===== config.mk =====
export PLATFORM = sky130hd
export DESIGN_NAME = uyvy_to_rgb_pixel_pair
export DESIGN_NICKNAME = d
export VERILOG_FILES = /design/src/rtl/uyvy_pkg.sv /design/src/rtl/uyvy_to_rgb_pixel_pair.sv
export SDC_FILE = /design/constraint.sdc
export NUM_CORES = 1
export LEC_CHECK = 0
export ABC_AREA = 1
export ABC_CLOCK_PERIOD_IN_PS = 8600
export BUFFER_PORTS_ARGS = -buffer_cell sky130_fd_sc_hd__buf_4
export CORE_MARGIN = 1
export CORE_UTILIZATION = 60
export DETAILED_ROUTE_END_ITERATION = 6
export PLACE_DENSITY = 0.82
export REMOVE_ABC_BUFFERS = 1
export SLEW_MARGIN = 30
export SYNTH_ARGS = -nofsm -noshare
export SYNTH_HDL_FRONTEND = slang
export SYNTH_SLANG_ARGS = --single-unit

===== constraint.sdc =====
create_clock -name clock -period 8.6 [get_ports clock]
set_input_delay 1.29 -clock clock [delete_from_list [all_inputs] [get_ports clock]]
set_output_delay 1.29 -clock clock [all_outputs]
set_load 0.02 [all_outputs]

===== src/rtl/uyvy_pkg.sv =====
// types and constants for the uyvy pixel pair to rgb converter
// no dependencies
`default_nettype none

package uyvy_pkg;

   // q12 colour matrix coefficients (bt.601 studio range)
   localparam int QBits = 12;
   localparam logic signed [14:0] COEF_Y  = 15'sd4768;
   localparam logic signed [14:0] COEF_RV = 15'sd6537;
   localparam logic signed [14:0] COEF_GV = 15'sd3330;
   localparam logic signed [14:0] COEF_GU = 15'sd1602;
   localparam logic signed [14:0] COEF_BU = 15'sd8266;

   // luma black level
   localparam logic [8:0] LUMA_BLACK = 9'd16;

   // input word: one packed uyvy group
   typedef struct packed {
      logic [7:0] chroma_u;
      logic [7:0] luma_first;
      logic [7:0] chroma_v;
      logic [7:0] luma_second;
   } req_word_type;

   // output word: two rgb888 pixels
   typedef struct packed {
      logic [7:0] red_first;
      logic [7:0] green_first;
      logic [7:0] blue_first;
      logic [7:0] red_second;
      logic [7:0] green_second;
      logic [7:0] blue_second;
   } rsp_word_type;

endpackage

`default_nettype wire


===== src/rtl/uyvy_to_rgb_pixel_pair.sv =====
// uyvy 4:2:2 pixel pair to two rgb888 pixels, four-stage pipeline
// depends on uyvy_pkg
`default_nettype none

// Converts one UYVY word (U, Y0, V, Y1) per cycle while not stalled into two
// RGB888 pixels sharing the chroma pair, using BT.601 studio-range Q12
// arithmetic with clamping to 0..255. A word enters every cycle unless
// req_stall is high and passes four register stages (offset removal, constant
// multiplies, channel sums, clamp into the output register); the output
// register's valid bit drives rsp_valid. Every stage holds its own valid bit
// and only stops when the stage ahead is full and cannot move, so bubbles are
// squeezed out and a stall on the result side reaches req_stall only once all
// four stages are occupied.
module uyvy_to_rgb_pixel_pair (
   input  wire                     clock,
   input  wire                     reset,
   input  wire                     req_valid,
   output logic                    req_stall,
   input  uyvy_pkg::req_word_type  req_word,
   output logic                    rsp_valid,
   input  wire                     rsp_stall,
   output uyvy_pkg::rsp_word_type  rsp_word
);

   // clamp a q12 sum to an 8-bit channel, truncating toward zero
   function automatic logic [7:0] clamp_channel(input logic signed [22:0] sum);
      logic [10:0] q;
      begin
         q = sum[22:12];
         if (sum[22] || sum == 23'sd0) begin
            clamp_channel = 8'd0;
         end else if (q[10:8] != 3'd0) begin
            clamp_channel = 8'hff;
         end else begin
            clamp_channel = q[7:0];
         end
      end
   endfunction

   // stage valid bits and advance conditions
   logic s1_vld_ff, s2_vld_ff, s3_vld_ff, s4_vld_ff;
   logic s1_vld_in, s2_vld_in, s3_vld_in, s4_vld_in;
   logic s1_adv, s2_adv, s3_adv, s4_adv;

   assign s4_adv = !s4_vld_ff || !rsp_stall;
   assign s3_adv = !s3_vld_ff || s4_adv;
   assign s2_adv = !s2_vld_ff || s3_adv;
   assign s1_adv = !s1_vld_ff || s2_adv;

   assign req_stall = !s1_adv;

   assign s1_vld_in = s1_adv ? req_valid : s1_vld_ff;
   assign s2_vld_in = s2_adv ? s1_vld_ff : s2_vld_ff;
   assign s3_vld_in = s3_adv ? s2_vld_ff : s3_vld_ff;
   assign s4_vld_in = s4_adv ? s3_vld_ff : s4_vld_ff;

   always_ff @(posedge clock) begin
      if (reset) begin
         s1_vld_ff <= 1'b0;
         s2_vld_ff <= 1'b0;
         s3_vld_ff <= 1'b0;
         s4_vld_ff <= 1'b0;
      end else begin
         s1_vld_ff <= s1_vld_in;
         s2_vld_ff <= s2_vld_in;
         s3_vld_ff <= s3_vld_in;
         s4_vld_ff <= s4_vld_in;
      end
   end

   // stage 1: remove luma black level and chroma midpoint
   logic signed [8:0] y0_off_ff, y1_off_ff, y0_off_in, y1_off_in;
   logic signed [7:0] u_off_ff, v_off_ff, u_off_in, v_off_in;

   assign y0_off_in = $signed({1'b0, req_word.luma_first} - uyvy_pkg::LUMA_BLACK);
   assign y1_off_in = $signed({1'b0, req_word.luma_second} - uyvy_pkg::LUMA_BLACK);
   assign u_off_in  = $signed({~req_word.chroma_u[7], req_word.chroma_u[6:0]});
   assign v_off_in  = $signed({~req_word.chroma_v[7], req_word.chroma_v[6:0]});

   always_ff @(posedge clock) begin
      if (s1_adv) begin
         y0_off_ff <= y0_off_in;
         y1_off_ff <= y1_off_in;
         u_off_ff  <= u_off_in;
         v_off_ff  <= v_off_in;
      end
   end

   // stage 2: constant multiplies
   logic signed [23:0] yt0_full, yt1_full, rv_full, gv_full, gu_full, bu_full;
   logic signed [21:0] yt0_ff, yt1_ff, rv_ff, gv_ff, gu_ff, bu_ff;

   assign yt0_full = y0_off_ff * uyvy_pkg::COEF_Y;
   assign yt1_full = y1_off_ff * uyvy_pkg::COEF_Y;
   assign rv_full  = v_off_ff * uyvy_pkg::COEF_RV;
   assign gv_full  = v_off_ff * uyvy_pkg::COEF_GV;
   assign gu_full  = u_off_ff * uyvy_pkg::COEF_GU;
   assign bu_full  = u_off_ff * uyvy_pkg::COEF_BU;

   always_ff @(posedge clock) begin
      if (s2_adv) begin
         yt0_ff <= yt0_full[21:0];
         yt1_ff <= yt1_full[21:0];
         rv_ff  <= rv_full[21:0];
         gv_ff  <= gv_full[21:0];
         gu_ff  <= gu_full[21:0];
         bu_ff  <= bu_full[21:0];
      end
   end

   // stage 3: channel sums at full precision
   logic signed [23:0] r0_sum, g0_sum, b0_sum, r1_sum, g1_sum, b1_sum;
   logic signed [22:0] r0_ff, g0_ff, b0_ff, r1_ff, g1_ff, b1_ff;

   assign r0_sum = yt0_ff + rv_ff;
   assign g0_sum = yt0_ff - gv_ff - gu_ff;
   assign b0_sum = yt0_ff + bu_ff;
   assign r1_sum = yt1_ff + rv_ff;
   assign g1_sum = yt1_ff - gv_ff - gu_ff;
   assign b1_sum = yt1_ff + bu_ff;

   always_ff @(posedge clock) begin
      if (s3_adv) begin
         r0_ff <= r0_sum[22:0];
         g0_ff <= g0_sum[22:0];
         b0_ff <= b0_sum[22:0];
         r1_ff <= r1_sum[22:0];
         g1_ff <= g1_sum[22:0];
         b1_ff <= b1_sum[22:0];
      end
   end

   // stage 4: clamp into the output register
   uyvy_pkg::rsp_word_type rsp_word_ff, rsp_word_in;

   always_comb begin
      rsp_word_in.red_first    = clamp_channel(r0_ff);
      rsp_word_in.green_first  = clamp_channel(g0_ff);
      rsp_word_in.blue_first   = clamp_channel(b0_ff);
      rsp_word_in.red_second   = clamp_channel(r1_ff);
      rsp_word_in.green_second = clamp_channel(g1_ff);
      rsp_word_in.blue_second  = clamp_channel(b1_ff);
   end

   always_ff @(posedge clock) begin
      if (s4_adv) begin
         rsp_word_ff <= rsp_word_in;
      end
   end

   assign rsp_valid = s4_vld_ff;
   assign rsp_word  = rsp_word_ff;

endmodule

`default_nettype wire


==> impl_metrics.toml, run 1 <==
[outcome]
status = "complete, but fails checks"
violations = "DRC"

[placement]
gp_congestion = 1.07
dp_worst_setup_slack_ns = 3.89
dp.cells = 3582
hpwlAfterDp_um = 52400
place.port_buffers = 85

[routing]
post-route-drc-count = 2
vias = 19959
dr.first_iter.drc_count = 1307
wl_um = 64700
firstDrtPassIters = 7
wire_per_inst_um = 17.8
vias_per_cell = 5.47
ant_nets = 0

[synthesis]
synth_compound_area_share_pct = 4.51
synth-seq-cells = 318
avgSynthCellArea_um2 = 8.64
ys_seq_area_share_pct = 37.2
synth_area_leaders = "edfxtp_1, ha_1, nand2_1, fa_1, inv_1"
async_reset_ff_share_pct = 0
synth_edf_count = 314
synth_cell_types = 32
yosysTopAreaCell = "edfxtp_1"
synth_top_family_by_area = "adder cells"
syn_inst = 2958
synth_mux_area_share_pct = 0
syn_area_um2 = 25600
synth-adder-area-share_pct = 25.3
yosys_warnings = 0
synth-xor-area-share_pct = 3.91
synth_top_area_share_pct = 36.9
synthSimpleGateAreaFrac_pct = 21.3
synthFlopType = "edfxtp_1"

[clock_network]
cts.clk_slew.worst_paths_ns = 0.05
hold_buffers = 0
clockBufferDepth = 3
cts_tree = "built"
h-tree-depth = 2
cts_buffers = 37
cts_setup_buffers = 0
cts_sinks = 318
cts-root-buf = "clkbuf_16"
cts_resized = 0
clk_latency_ns = 0.56

[sta]
tightest_slew_ns = 0.816
fmax_ghz = 0.218
rsz0062_at_grt = "false"
final_max_slew_viol_count = 0
finalCritPeriodShare_pct = 53.4
setup_viol = 0
min_period_ns = 4.59
fin_ws_ns = 4.01
fin_tns_setup_ns = 0
relSlewSlack_pct = 45.6
finalHoldViolCount = 0
fin_worst_skew_ns = 0.0146

[floorplan]
die_h_um = 208
top_level_ports = 86
die_x_um = 208
start_util_pct = 60.9
num_rows = 75
core_area_um2 = 41900
die_area_um2 = 43400

[pwr]
power_density_nw_per_um2 = 412
p_leak_uw = 0.0146
vdd_drop_max_mv = 0.211

[grt]
grt_max_degree = 83
grt_pass1_vias = 19940
antenna_found_initial = 0
grt_pass1_wl_um = 103000
grt_util_all_layers_pct = 30.9
grt_overflow = 0

[worst_hold_path]
hp-start = "bu_ff[4]"
holdCritPathClass = "flop to flop"
min_path_cells = 0
min_to = "b0_ff[4]"

[setup_path]
end_kind = "primary output"
cp_max_fo = 59
critPathMaxStageDelay_ns = 0.58
worst-r2r-cell-count = 13
r2r-end = "rv_ff[20]"
r2r_start = "v_off_ff[7]"
path_common_cell = "buf_4"
startpoint_type = "input pin"
worstSetupPathType = "input pin to primary output"
crit_arrival_ns = 3.30
crit_chain = "buf_4 -> nand2_2 -> buf_4 -> nor2_1 -> inv_4 -> nor2_1 -> nand2_1 -> inv_1 -> buf_4"
r2r_slack_ns = 4.16
cpMaxStageDelayCell = "inv_4"
required_ns = 7.31

[cells_and_area]
multi_input_area_um2 = 14100
fin_nets = 3574
fill_cells = 3332
drive_gt1_share_pct = 5.54
area_delta_synth_final_pct = 9.96
seq_area_um2 = 9510
finalNonFillerCells = 3647

[job]
drv_cap = 0
## worst max path at each step
stage / endpoint / cells after the start / start
2_1_floorplan: bu_ff[10] / 5 / rsp_stall
3_3_place_gp: gv_ff[7] / 8 / rsp_stall
3_5_place_dp: gv_ff[20] / 8 / rsp_stall
4_1_cts: req_stall / 9 / rsp_stall
5_1_grt: req_stall / 9 / rsp_stall
6_report: req_stall / 9 / rsp_stall
## synthesized netlist by cell type (5+ instances only)
cell and count:
o21bai_1 11, ha_1 354, nand3b_1 9, and2_1 13
o21ai_2 5, o21ai_0 42, inv_1 514, o21a_1 6
nor2_1 311, a21o_1 7, nand3_1 149, nor3_1 27
nand2_1 781, xor2_1 89, edfxtp_1 314, nand2_2 7
fa_1 102, a21oi_1 140, nand4_1 23, xnor2_1 25
## cells by family after synthesis
group                      count (synthesis)
and+or+nand+nor                         1337
buffers and inverters                    519
adders and majority gates                456
DFF                                      318
AOI/OAI and AO/OA                        214
xor gates and xnor gates                 114
## cell type report
cell class,instances,area share (%)
flip-flops and latches,318,33.8
repair buffers,89,2.39
inverters,515,6.90
diodes,1,0.00890
well taps,539,2.40
clock buffers,40,3.49
multi-input cells,2121,50.1
clock inverters,24,0.908
## power breakdown
| part | total, uW | internal, uW | switching [uW] |
|---|---|---|---|
| combinational | 6710 | 2420 | 4290 |
| clock | 1620 | 973 | 643 |
| sequential | 3250 | 2700 | 557 |
## through the flow
step	util [%]	instance area (um2)	power, uW	hold WS (ns)
after CTS	67.0	28100	11500	0.418
after detailed placement	64.0	26900	9870	0.405
after floorplan	-	25500	7910	0.400
final	67.0	28100	11600	0.418
after global placement	64.0	26900	9680	0.404
after global routing	67.0	28100	12600	0.424
## critical path, delay by kind of cell
kind	cells	cell delay (ns)
and+or+nand+nor	4	0.57
buffers and inverters	5	1.43
## registers in the layout, summed over array words and instances, names as in the netlist, 17 cells and up
register and cells:
gv_ff 17, r1_ff 18, r0_ff 23, bu_ff 21, g1_ff 18, g0_ff 22, gu_ff 17, rsp_word 48
rv_ff 22, yt0_ff 17, yt1_ff 17, b0_ff 22, b1_ff 18
## layer usage
layer	track usage, %	routed length, um
met3	6.38	4960
met5	0	0
met1	37.7	26200
met4	18.2	4210
met2	50.6	29400
## cells in the final DEF (no fill, tap or decap), drive strengths merged, types with 27 or more instances in the layout
cell,instances
a21oi,140
nor3,27
edfxtp,314
nand3,150
xor2,89
ha,354
inv,518
nand2,789
o21ai,48
fa,102
buf,89
clkbuf,40
nor2,316
No activity file was read; power rests on OpenSTA's default activity.
==> run 2, diff against run 1 <==
--- a/config.mk
+++ b/config.mk
@@ -6,7 +6,7 @@
 export NUM_CORES = 1
 export LEC_CHECK = 0
 export ABC_AREA = 1
-export ABC_CLOCK_PERIOD_IN_PS = 8600
+export ABC_CLOCK_PERIOD_IN_PS = 4600
 export BUFFER_PORTS_ARGS = -buffer_cell sky130_fd_sc_hd__buf_4
 export CORE_MARGIN = 1
 export CORE_UTILIZATION = 60
==> constraint.sdc (replaced) <==
create_clock -name clock -period 4.6 [get_ports clock]
set_input_delay 0.69 -clock clock [delete_from_list [all_inputs] [get_ports clock]]
set_output_delay 0.69 -clock clock [all_outputs]
set_load 0.02 [all_outputs]
==> run 2 against run 1 <==
- the run now ends clean
- clock skew up 0.017 ns
- combinational power grew 86%
- register-to-register slack worse by 3.8 ns
- sequential power up 88%
- clock power is 77% higher
- cell count rose by 0.25%
- critical path depth increased by 4
- core utilization shrank 0.057 points
- hold slack lost 0.12 ns
- final area about the same
- non-clock buffer count rose by 4
- critical endpoint is now rv_ff[20]
- largest cell class unchanged
- highest routed layer is now met5
==> impl_metrics.toml, run 2 (synthesis results as in run 1) <==
[clock_network]
clk_latency_ns = 0.57
cts_sinks = 318
cts_resized = 0
cts-root-buf = "clkbuf_16"
cts.clk_slew.worst_paths_ns = 0.07
cts_buffers = 37
cts_setup_buffers = 0
hold_buffers = 0
h-tree-depth = 2
clockBufferDepth = 3
cts_tree = "built"

[grt]
grt_pass1_vias = 20120
grt_pass1_wl_um = 106000
grt_util_all_layers_pct = 31.7
use_met1_pct = 38.5
grt_overflow = 0
use_met3_pct = 6.64
grt.busiest_layer = "met2"
grt_max_degree = 62
use_met2_pct = 53.9
antenna_found_initial = 3

[cells_and_area]
fill_cells = 3389
finalNonFillerCells = 3656
drive_gt1_share_pct = 5.59
area_delta_synth_final_pct = 9.87
finish.instance_area_um2 = 28100
fin_nets = 3578
final_common_cell = "nand2_1"
largest_reg_flops = 48
final_cell_mix = "nand2_1, inv_1, ha_1"
fin_util_pct = 67.0

[setup_path]
cp_max_fo = 6
r2r_slack_ns = 0.37
startpoint_type = "flop"
worstSetupPathType = "flop to flop"
end_kind = "flop"
required_ns = 4.92
crit_arrival_ns = 4.55

[sta]
rsz0062_at_grt = "false"
fin_tns_setup_ns = 0
setup_viol = 0
min_period_ns = 4.23
fmax_ghz = 0.236
finalCritPeriodShare_pct = 92.0
final_max_slew_viol_count = 0
fin_worst_skew_ns = 0.0320
holdWs_ns = 0.295
tightest_slew_ns = 0.752
finalHoldViolCount = 0
relSlewSlack_pct = 49.8

[routing]
wl_um = 66600
post-route-drc-count = 0
firstDrtPassIters = 7
ant_nets = 0
vias = 19898
vias_per_cell = 5.44
wire_per_inst_um = 18.2
dr.first_iter.drc_count = 1347

[job]
drv_cap = 0

[placement]
place.port_buffers = 85
gp_congestion = 1.01
hpwlAfterDp_um = 54100
placed_cell_area_um2 = 26900
dp.cells = 3586

[pwr]
p_switching_uw = 10300
p_leak_uw = 0.0146
comb_power_share_pct = 58.2
power_density_nw_per_um2 = 764
p_seq_share_pct = 28.5
vdd_drop_max_mv = 0.434
p_clk_share_pct = 13.4
p_sw_share_pct = 47.9
p_int_uw = 11200

[floorplan]
core_area_um2 = 41900
die_x_um = 208
top_level_ports = 86
num_rows = 75
start_util_pct = 60.9
die_area_um2 = 43400
die_h_um = 208

[worst_hold_path]
holdCritPathClass = "input pin to flop"

[outcome]
status = "finished, final reports clean"
[run 2: cell count changes in the layout (fill, tap and decap cells not counted), moves of 2 or more]
cell and delta:
buf_4 +4, bufinv_16 -3, diode_2 +3, clkbuf_1 +2, clkinv_1 +2
[run 2: cell type report]
cell class	instances	area, um2	share of cell area, %
inverter	515	1940	6.90
clock buffer	41	962	3.43
multi-input combinational	2121	14100	50.1
tap	539	674	2.40
clock inverter	25	203	0.722
antenna	4	10.0	0.0356
timing repair buffer	93	711	2.53
sequential	318	9510	33.9
[run 2: critical path, cell delays in order, from the launching register on]
cell and delay [ns]:
edfxtp_1 0.52, fa_1 0.62, inv_1 0.08, fa_1 0.50
fa_1 0.52, fa_1 0.55, inv_1 0.04, ha_1 0.33
a21oi_1 0.30, o21ai_0 0.16, a21oi_1 0.20, nand2_1 0.07
nand2_1 0.06, nand2_1 0.05
[run 2: final timing paths]
path                                  start  cells after the start      endpoint
worst min-delay path            req_word[2]                      1  y1_off_ff[2]
worst min register to register     rv_ff[4]                      0      r0_ff[4]
worst max register to register  v_off_ff[5]                     13     rv_ff[20]
worst max-delay path            v_off_ff[5]                     13     rv_ff[20]
[run 2: routing by layer]
layer | routed length (um) | part of all wire (%)
met2 | 31600 | 47
met1 | 27000 | 41
met3 | 4830 | 7.2
met4 | 3140 | 4.7
met5 | 27 | 0.041
[run 2: metrics by stage]
stage | total power, uW | setup slack (ns)
floorplan | 14800 | -2.63
global placement | 18200 | 0.410
detailed placement | 18400 | 0.393
CTS | 21400 | 0.376
global route | 23400 | 0.190
finish | 21500 | 0.368
[run 2: power groups by stage]
| stage | clock network, uW | logic (uW) | registers [uW] |
|---|---|---|---|
| 2_1_floorplan | 0 | 9010 | 5790 |
| 3_3_place_gp | 0 | 12100 | 6090 |
| 3_5_place_dp | 0 | 12300 | 6120 |
| 4_1_cts | 2920 | 12400 | 6070 |
| 5_1_grt | 3020 | 14200 | 6150 |
| 6_report | 2870 | 12500 | 6100 |
==> run 3, diff against run 2 <==
--- a/config.mk
+++ b/config.mk
@@ -11,7 +11,7 @@
 export CORE_MARGIN = 1
 export CORE_UTILIZATION = 60
 export DETAILED_ROUTE_END_ITERATION = 6
-export PLACE_DENSITY = 0.82
+export PLACE_DENSITY = 0.86
 export REMOVE_ABC_BUFFERS = 1
 export SLEW_MARGIN = 30
 export SYNTH_ARGS = -nofsm -noshare
==> run 3 against run 2 <==
- critical path depth unchanged
- first-iteration DRC count up 20%
- via count is 1.2% higher
- clock power is 3% lower
- cell count barely moved
- count of clock-buffer cells in the layout grew 5
- non-clock buffer count is 1 lower
- flip-flop and latch count did not move
- register-to-register slack barely moved
- final area is 0.16% lower
- total power is 0.35% higher
- global-route usage shrank 0.45 points
- critical path type unchanged
==> impl_metrics.toml, run 3 (synthesis results as in run 1) <==
[floorplan]
die_x_um = 208
die_area_um2 = 43400
die_h_um = 208
num_rows = 75
start_util_pct = 60.9
top_level_ports = 86
core_area_um2 = 41900

[placement]
place.port_buffers = 85
hpwlAfterDp_um = 52700
gp_congestion = 0.997
dp.cells = 3585

[grt]
grt_util_all_layers_pct = 31.3
grt_pass1_vias = 20108
grt_pass1_wl_um = 105000
grt_overflow = 0
antenna_found_initial = 3
grt_max_degree = 70

[routing]
wire_per_inst_um = 18.0
post-route-drc-count = 0
wl_um = 65700
ant_nets = 0
vias_per_cell = 5.51
firstDrtPassIters = 6
dr.first_iter.drc_count = 1614
vias = 20132

[clock_network]
cts_resized = 0
h-tree-depth = 2
cts_buffers = 37
cts_setup_buffers = 0
hold_buffers = 0
clk_latency_ns = 0.57
cts_sinks = 318
clockBufferDepth = 3
cts-root-buf = "clkbuf_16"
cts_tree = "built"
cts.clk_slew.worst_paths_ns = 0.06

[setup_path]
crit_chain = "fa_1 -> inv_1 -> fa_1 -> fa_1 -> fa_1 -> inv_1 -> ha_1 -> a21oi_1 -> o21ai_0 -> a21oi_1 -> nand2_1 -> nand2_1 -> nand2_1"
crit_arrival_ns = 4.55
cp_max_fo = 6
critPathMaxStageDelay_ns = 0.61
path_common_cell = "fa_1"
cpMaxStageDelayCell = "fa_1"
end_kind = "flop"
startpoint_type = "flop"
required_ns = 4.91
worstSetupPathType = "flop to flop"

[pwr]
power.total_uw = 21500
vdd_drop_max_mv = 0.348
power_density_nw_per_um2 = 768
p_leak_uw = 0.0146

[sta]
final_max_slew_viol_count = 0
setup_viol = 0
rsz0062_at_grt = "false"
holdWs_ns = 0.308
relSlewSlack_pct = 49.9
fin_worst_skew_ns = 0.0206
tightest_slew_ns = 0.751
min_period_ns = 4.24
finalHoldViolCount = 0
finalCritPeriodShare_pct = 92.1
fmax_ghz = 0.236
fin_tns_setup_ns = 0

[cells_and_area]
finalNonFillerCells = 3655
fin_util_pct = 66.8
fill_cells = 3340
drive_gt1_share_pct = 5.43
largest_reg_flops = 48
fin_nets = 3577
final_cell_mix = "nand2_1, inv_1, ha_1"
area_delta_synth_final_pct = 9.69
final_common_cell = "nand2_1"

[job]
drv_cap = 0

[worst_hold_path]
holdCritPathClass = "input pin to flop"

[outcome]
status = "finished, final reports clean"
==> run 3: changes by cell type in the layout (fill, tap and decap cells not counted), sizes merged <==
cell      previous run  this run
clkinv              17        12
buf                 93        92
clkbuf              41        46
clkinvlp             3         5
inv                518       519
bufinv               2         0
diode                4         3
==> run 3: path summary, 6_finish.rpt <==
kind	startpoint	end	slack (ns)	depth (start not counted)
max	v_off_ff[5]	rv_ff[20]	0.36	13
min	req_word[17]	y0_off_ff[1]	0.31	1
max reg2reg	v_off_ff[5]	rv_ff[20]	0.36	13
min reg2reg	bu_ff[3]	b0_ff[3]	0.42	0
==> run 3: routing by layer <==
layer  global-route usage, %  part of all wire [%]  routed length [um]
met1                    39.9                    41               27000
met2                    50.7                    45               29600
met3                    5.84                   8.0                5260
met4                    16.6                   5.8                3850
met5                       0                     0                   0
==> run 3: cell type report <==
type,instances,area [um2],share of cell area (%)
Clock buffer,46,1000,3.57
Tap cell,539,674,2.41
Inverter,515,1940,6.91
Clock inverter,21,126,0.451
Timing Repair Buffer,92,703,2.51
Sequential cell,318,9510,33.9
Multi-Input combinational cell,2121,14100,50.2
Antenna cell,3,7.51,0.0268
==> run 3: power breakdown <==
part / leakage [uW] / internal [uW] / switching [uW] / total [uW]
Clock: 0.000536 / 1560 / 1220 / 2780
Combinational: 0.0107 / 4530 / 8180 / 12700
Sequential: 0.00339 / 5040 / 995 / 6040
Total: 0.0146 / 11100 / 10400 / 21500
==> run 3: per-stage QoR <==
stage                     area (um2)  worst slack, ns
after global placement         26900            0.454
after global routing           28000            0.102
after detailed placement       26900            0.390
final                          28000            0.364
after floorplan                25500            -2.63
after CTS                      28000            0.383
==> run 3: critical path: cells and delay by family (launching register included) <==
kind            cells  cell delay [ns]
compound gates      3             0.65
simple gates        3             0.18
flops               1             0.52
fa+ha+maj           5             2.51
buf+inv             2             0.12
